### config.mk
export PLATFORM = sky130hd
export DESIGN_NAME = rbe_isqrt
export DESIGN_NICKNAME = d
export VERILOG_FILES = /design/src/hdl/assert_macros.svh /design/src/hdl/rbe_pkg.sv /design/src/hdl/rbe_isqrt.sv
export SDC_FILE = /design/constraint.sdc
export NUM_CORES = 2
export LEC_CHECK = 0
export BUFFER_PORTS_ARGS = -buffer_cell sky130_fd_sc_hd__clkbuf_2
export CAP_MARGIN = 20
export CELL_PAD_IN_SITES_DETAIL_PLACEMENT = 1
export CELL_PAD_IN_SITES_GLOBAL_PLACEMENT = 1
export CORE_MARGIN = 4
export CORE_UTILIZATION = 31
export DETAILED_ROUTE_END_ITERATION = 16
export PLACE_DENSITY = 0.61
export SYNTH_ARGS = -nofsm -noshare
export SYNTH_HDL_FRONTEND = slang
export SYNTH_SLANG_ARGS = --single-unit
### constraint.sdc
create_clock -name clk -period 3.55 [get_ports clk]
set_clock_uncertainty 0.15 [all_clocks]
set_input_delay 0.5325 -clock clk [delete_from_list [all_inputs] [get_ports clk]]
set_output_delay 0.5325 -clock clk [all_outputs]
set_load 0.02 [all_outputs]
### src/hdl/assert_macros.svh
`ifndef ASSERT_MACROS_SVH
`define ASSERT_MACROS_SVH

// same-cycle implication, clocked on clk, off while in reset
`define RBE_ASSERT_IMPL(label, ante, cons) \
    label: assert property (@(posedge clk) disable iff (!rst_n) (ante) |-> (cons)) \
        else $error("rbe assertion failed");

// next-cycle implication, clocked on clk, off while in reset
`define RBE_ASSERT_NEXT(label, ante, cons) \
    label: assert property (@(posedge clk) disable iff (!rst_n) (ante) |=> (cons)) \
        else $error("rbe assertion failed");

`endif

### src/hdl/rbe_pkg.sv
`default_nettype none

package rbe_pkg;

    localparam int CW_DEFAULT = 32;
    localparam int ANG_W      = 34;
    localparam int ATAN_STEPS = 30;
    localparam int NORM_STEPS = 5;
    localparam int ATAN_LAT   = 2 * NORM_STEPS + ATAN_STEPS + 2;
    localparam int SQRT_STEPS = 32;
    localparam int DIV_LAT    = 33;
    localparam int DEN_W      = 37;

    localparam logic signed [ANG_W-1:0] TURN_HALF    = 34'sd2147483648;
    localparam logic signed [ANG_W-1:0] TURN_QUARTER = 34'sd1073741824;

    typedef struct packed {
        logic [3:0] ge;
        logic [3:0] le;
        logic       corner;
        logic       rzero;
    } edge_flags_t;

    // atan(2^-i) in units of 2^-32 turn
    function automatic logic [31:0] cordic_tab(input int i);
        logic [31:0] t;
        case (i)
            0:  t = 32'h20000000;
            1:  t = 32'h12E4051E;
            2:  t = 32'h09FB385B;
            3:  t = 32'h051111D4;
            4:  t = 32'h028B0D43;
            5:  t = 32'h0145D7E1;
            6:  t = 32'h00A2F61E;
            7:  t = 32'h00517C55;
            8:  t = 32'h0028BE53;
            9:  t = 32'h00145F2F;
            10: t = 32'h000A2F98;
            11: t = 32'h000517CC;
            12: t = 32'h00028BE6;
            13: t = 32'h000145F3;
            14: t = 32'h0000A2FA;
            15: t = 32'h0000517D;
            16: t = 32'h000028BE;
            17: t = 32'h0000145F;
            18: t = 32'h00000A30;
            19: t = 32'h00000518;
            20: t = 32'h0000028C;
            21: t = 32'h00000146;
            22: t = 32'h000000A3;
            23: t = 32'h00000051;
            24: t = 32'h00000029;
            25: t = 32'h00000014;
            26: t = 32'h0000000A;
            27: t = 32'h00000005;
            28: t = 32'h00000003;
            29: t = 32'h00000001;
            default: t = 32'h00000000;
        endcase
        return t;
    endfunction

endpackage

`default_nettype wire

### src/hdl/rbe_isqrt.sv
`default_nettype none

module rbe_isqrt (
    input  logic        clk,
    input  logic        ce,
    input  logic [63:0] v_in,
    output logic [31:0] root
);

    import rbe_pkg::*;

    logic [63:0] v_reg    [0:SQRT_STEPS-1];
    logic [63:0] r_reg    [0:SQRT_STEPS-1];
    logic [63:0] v_next   [0:SQRT_STEPS-1];
    logic [63:0] r_next   [0:SQRT_STEPS-1];

    always_comb
    begin
        logic [63:0] pv;
        logic [63:0] pr;
        logic [63:0] b;
        logic [63:0] t;
        for (int k = 0; k < SQRT_STEPS; k++)
        begin
            pv = (k == 0) ? v_in : v_reg[(k == 0) ? 0 : k - 1];
            pr = (k == 0) ? 64'd0 : r_reg[(k == 0) ? 0 : k - 1];
            b  = 64'd1 << (62 - 2 * k);
            t  = pr + b;
            if (pv >= t)
            begin
                v_next[k] = pv - t;
                r_next[k] = (pr >> 1) + b;
            end
            else
            begin
                v_next[k] = pv;
                r_next[k] = pr >> 1;
            end
        end
    end

    always_ff @(posedge clk)
    begin
        if (ce)
        begin
            for (int k = 0; k < SQRT_STEPS; k++)
            begin
                v_reg[k] <= v_next[k];
                r_reg[k] <= r_next[k];
            end
        end
    end

    assign root = r_reg[SQRT_STEPS-1][31:0];

endmodule

`default_nettype wire

==> results.py <==
metrics = {
    "floorplanning": {
        "floorplan.initialDensity_pct": 31.1,
        "core_area_mm2": 0.385,
        "row_count": 228,
        "die_area_mm2": 0.397,
        "fp.dieH_um": 630,
        "die_w_um": 630,
        "ioPinCount": 98,
    },
    "drt": {
        "routed.top_layer": "met4",
        "wl_met3_mm": 9.08,
        "vias": 83300,
        "wire_per_inst_um": 21.4,
        "met1_length_mm": 134,
        "drt-total-wl_mm": 364,
        "ant_nets": 0,
        "drc": 0,
        "wl_met2_mm": 203,
        "dr.pass1.iters": 6,
        "vias_per_cell": 4.89,
        "drt_iter0_drc": 4156,
    },
    "synthesis": {
        "synthTopCellsByArea": "edfxtp_1, ha_1, xor2_1",
        "synth_top_area_share_pct": 62.9,
        "yosys_warnings": 0,
        "syn_avg_cell_area_um2": 12.5,
        "postSynthCellCount": 9558,
        "yosys.area.top_type": "edfxtp_1",
        "synth-async-reset-ratio_pct": 0,
        "synth_area_mm2": 0.120,
        "synth-edff-count": 2512,
        "synth_nets": 10200,
        "ys_seq_elements": 2512,
        "synth_cell_types": 87,
        "synthFlopType": "edfxtp_1",
        "ys_seq_area_share_pct": 62.9,
    },
    "sta": {
        "post-route-period-util_pct": 107,
        "period_needed_ns": 3.79,
        "worst_pin_slew_ns": 0.955,
        "relSlewSlack_pct": 36.2,
        "setup_ws_ns": -0.235,
        "finalHoldViolCount": 0,
        "fmax_mhz": 264,
        "drv_slew": 0,
        "setup_violations": 131,
        "whs_ns": 0.176,
        "fin_setup_tns_ns": -11.18,
        "rsz0062_at_grt": "yes",
    },
    "layout": {
        "nNetsFinal": 12300,
        "synthToLayoutAreaGrowth_pct": 30.3,
        "drive_gt1_share_pct": 26.8,
        "multi_input_area_mm2": 0.0463,
        "largest_register_ffs": 1984,
        "regArea_mm2": 0.0754,
        "fillers": 40500,
    },
    "grt": {
        "grt_use_total_pct": 17.5,
        "grt_first_pass_wirelength_mm": 543,
        "grt-ovfl-total": 0,
        "grt_max_degree": 133,
        "grt_pass1_vias": 90200,
        "antenna_found_initial": 3,
    },
    "setup_path": {
        "start_kind": "flip-flop",
        "crit_path_end_kind": "flip-flop",
        "path_class": "reg2reg",
        "reg2reg_depth": 11,
        "required_ns": 3.99,
        "cp.arrival_ns": 4.23,
        "cp_max_fo": 8,
    },
    "pwr": {
        "vdd_drop_max_mv": 0.402,
        "total_power_mw": 96.7,
        "p_per_area_mw_per_mm2": 619,
        "p_leak_nw": 60.6,
    },
    "cts": {
        "htree_num_levels": 5,
        "clk_latency_ns": 0.93,
        "cts_buffers": 282,
        "cts_buffer_depth": 4,
        "clkSinkCount": 2512,
        "clk_pin_slew_worst_paths_ns": 0.06,
        "cts_tree": "yes",
        "cts-root-buf": "clkbuf_16",
    },
    "worst_hold_path": {
        "min_path_type": "in2reg",
        "holdPathStages": 2,
    },
    "status": {
        "violations": "negative setup slack",
        "run_status": "finished, violations left",
    },
    "place": {
        "dp_hpwl_mm": 274,
        "place_ws_ns": -0.927,
        "place_congestion": 0.910,
        "portBuffers": 97,
    },
    "run": {
        "cap_violations": 0,
    },
}
worst paths after layout:
check                 from             to  slack [ns]
min reg2reg  v_reg[1][144]  v_reg[1][208]        0.27
max reg2reg  v_reg[1][306]  v_reg[1][372]       -0.24
max          v_reg[1][306]  v_reg[1][372]       -0.24
min               v_in[48]   v_reg[0][48]        0.18
synth_stat cells (21+ instances only):
cell	count
edfxtp_1	2512
inv_1	699
nor2_1	663
nand2_1	650
a21oi_1	616
ha_1	558
xor2_1	448
o21ai_0	435
xnor2_1	428
nor4_1	320
nor3_1	283
a21o_1	219
clkbuf_1	184
nand4_1	172
nand3_1	143
nand2b_1	109
or3_1	98
o21a_1	89
mux2_2	81
nor2b_1	75
or4_1	67
o21bai_1	62
nor4b_1	53
o31ai_1	53
a211oi_1	45
a31oi_1	40
o211ai_1	38
and3_1	33
or2_2	32
a21boi_0	22
and2_1	21
area by class of cell:
cell class | count | area share, %
Antenna cell | 3 | 0.00480
Clock buffer | 344 | 4.79
Clock inverter | 162 | 1.08
Inverter | 703 | 1.70
Multi-Input combinational cell | 6149 | 29.6
Sequential cell | 2512 | 48.3
Tap cell | 5175 | 4.14
Timing Repair Buffer | 1981 | 10.4
worst max-delay path, cell delays in order, from the launching register on:
cell      delay [ns]
edfxtp_1        0.40
or4_4           0.53
or4b_4          0.51
or4_4           0.44
or4_4           0.45
nor4_4          0.18
inv_2           0.08
nand2b_4        0.09
a311o_1         0.16
or2_4           0.29
nor4_2          0.07
xor2_1          0.15
timing repair:
action,CTS,global route
pin swaps,144,260
resized for setup,518,624
endpoints found under the hold margin,66,0
buffers inserted,125,164
hold buffers,66,0
gates cloned,10,13
setup endpoints to repair,571,511
per-stage QoR:
stage	instances	util (%)	instance area, um^2
6_report	17000	40.6	156000
5_1_grt	17000	40.6	156000
4_1_cts	16900	39.4	152000
3_5_place_dp	16200	35.9	138000
3_3_place_gp	16200	35.9	138000
2_1_floorplan	9558	-	120000
routing by layer:
layer	vias up	GRT usage [%]
li1	39900	-
met1	41500	18.4
met4	0	6.90
met2	1228	35.0
met3	696	1.72
met5	-	0
logic make-up after synthesis:
| family | count (synthesis) | share of synthesized area (%) |
|---|---|---|
| and+or+nand+nor | 2830 | 12.0 |
| DFF | 2512 | 62.9 |
| AOI/OAI and AO/OA | 1796 | 9.23 |
| buffers and inverters | 898 | 2.82 |
| xor gates and xnor gates | 876 | 6.40 |
| adders and majority gates | 558 | 5.82 |
| muxes | 88 | 0.819 |
layout by cell type, fill, tap and decap left out, types with 55 or more instances in the layout:
| master | Yosys | routed |
|---|---|---|
| nand2b_1 | 109 | 99 |
| xnor2_1 | 428 | 395 |
| buf_6 | 0 | 85 |
| inv_1 | 699 | 673 |
| dlygate4sd3_1 | 0 | 66 |
| clkbuf_2 | 1 | 96 |
| o21ai_0 | 435 | 374 |
| buf_4 | 1 | 1646 |
| ha_1 | 558 | 493 |
| o21bai_1 | 62 | 55 |
| xor2_1 | 448 | 434 |
| nand3_1 | 143 | 126 |
| edfxtp_1 | 2512 | 2512 |
| clkbuf_16 | 0 | 303 |
| ha_4 | 0 | 61 |
| or3_1 | 98 | 70 |
| nand2_1 | 650 | 612 |
| mux2_2 | 81 | 76 |
| o21a_1 | 89 | 88 |
| nor2b_1 | 75 | 67 |
| a21oi_1 | 616 | 553 |
| nand4_1 | 172 | 172 |
| a21o_1 | 219 | 217 |
| nor2_1 | 663 | 590 |
| nor4_1 | 320 | 261 |
| nor3_1 | 283 | 201 |
where the power goes:
| group | switching, mW | internal [mW] |
|---|---|---|
| Sequential | 3.23 | 37.8 |
| Clock | 12.1 | 17.0 |
| Combinational | 14.2 | 12.3 |
| Total | 29.6 | 67.1 |
Power figures use the tool's default switching activity.
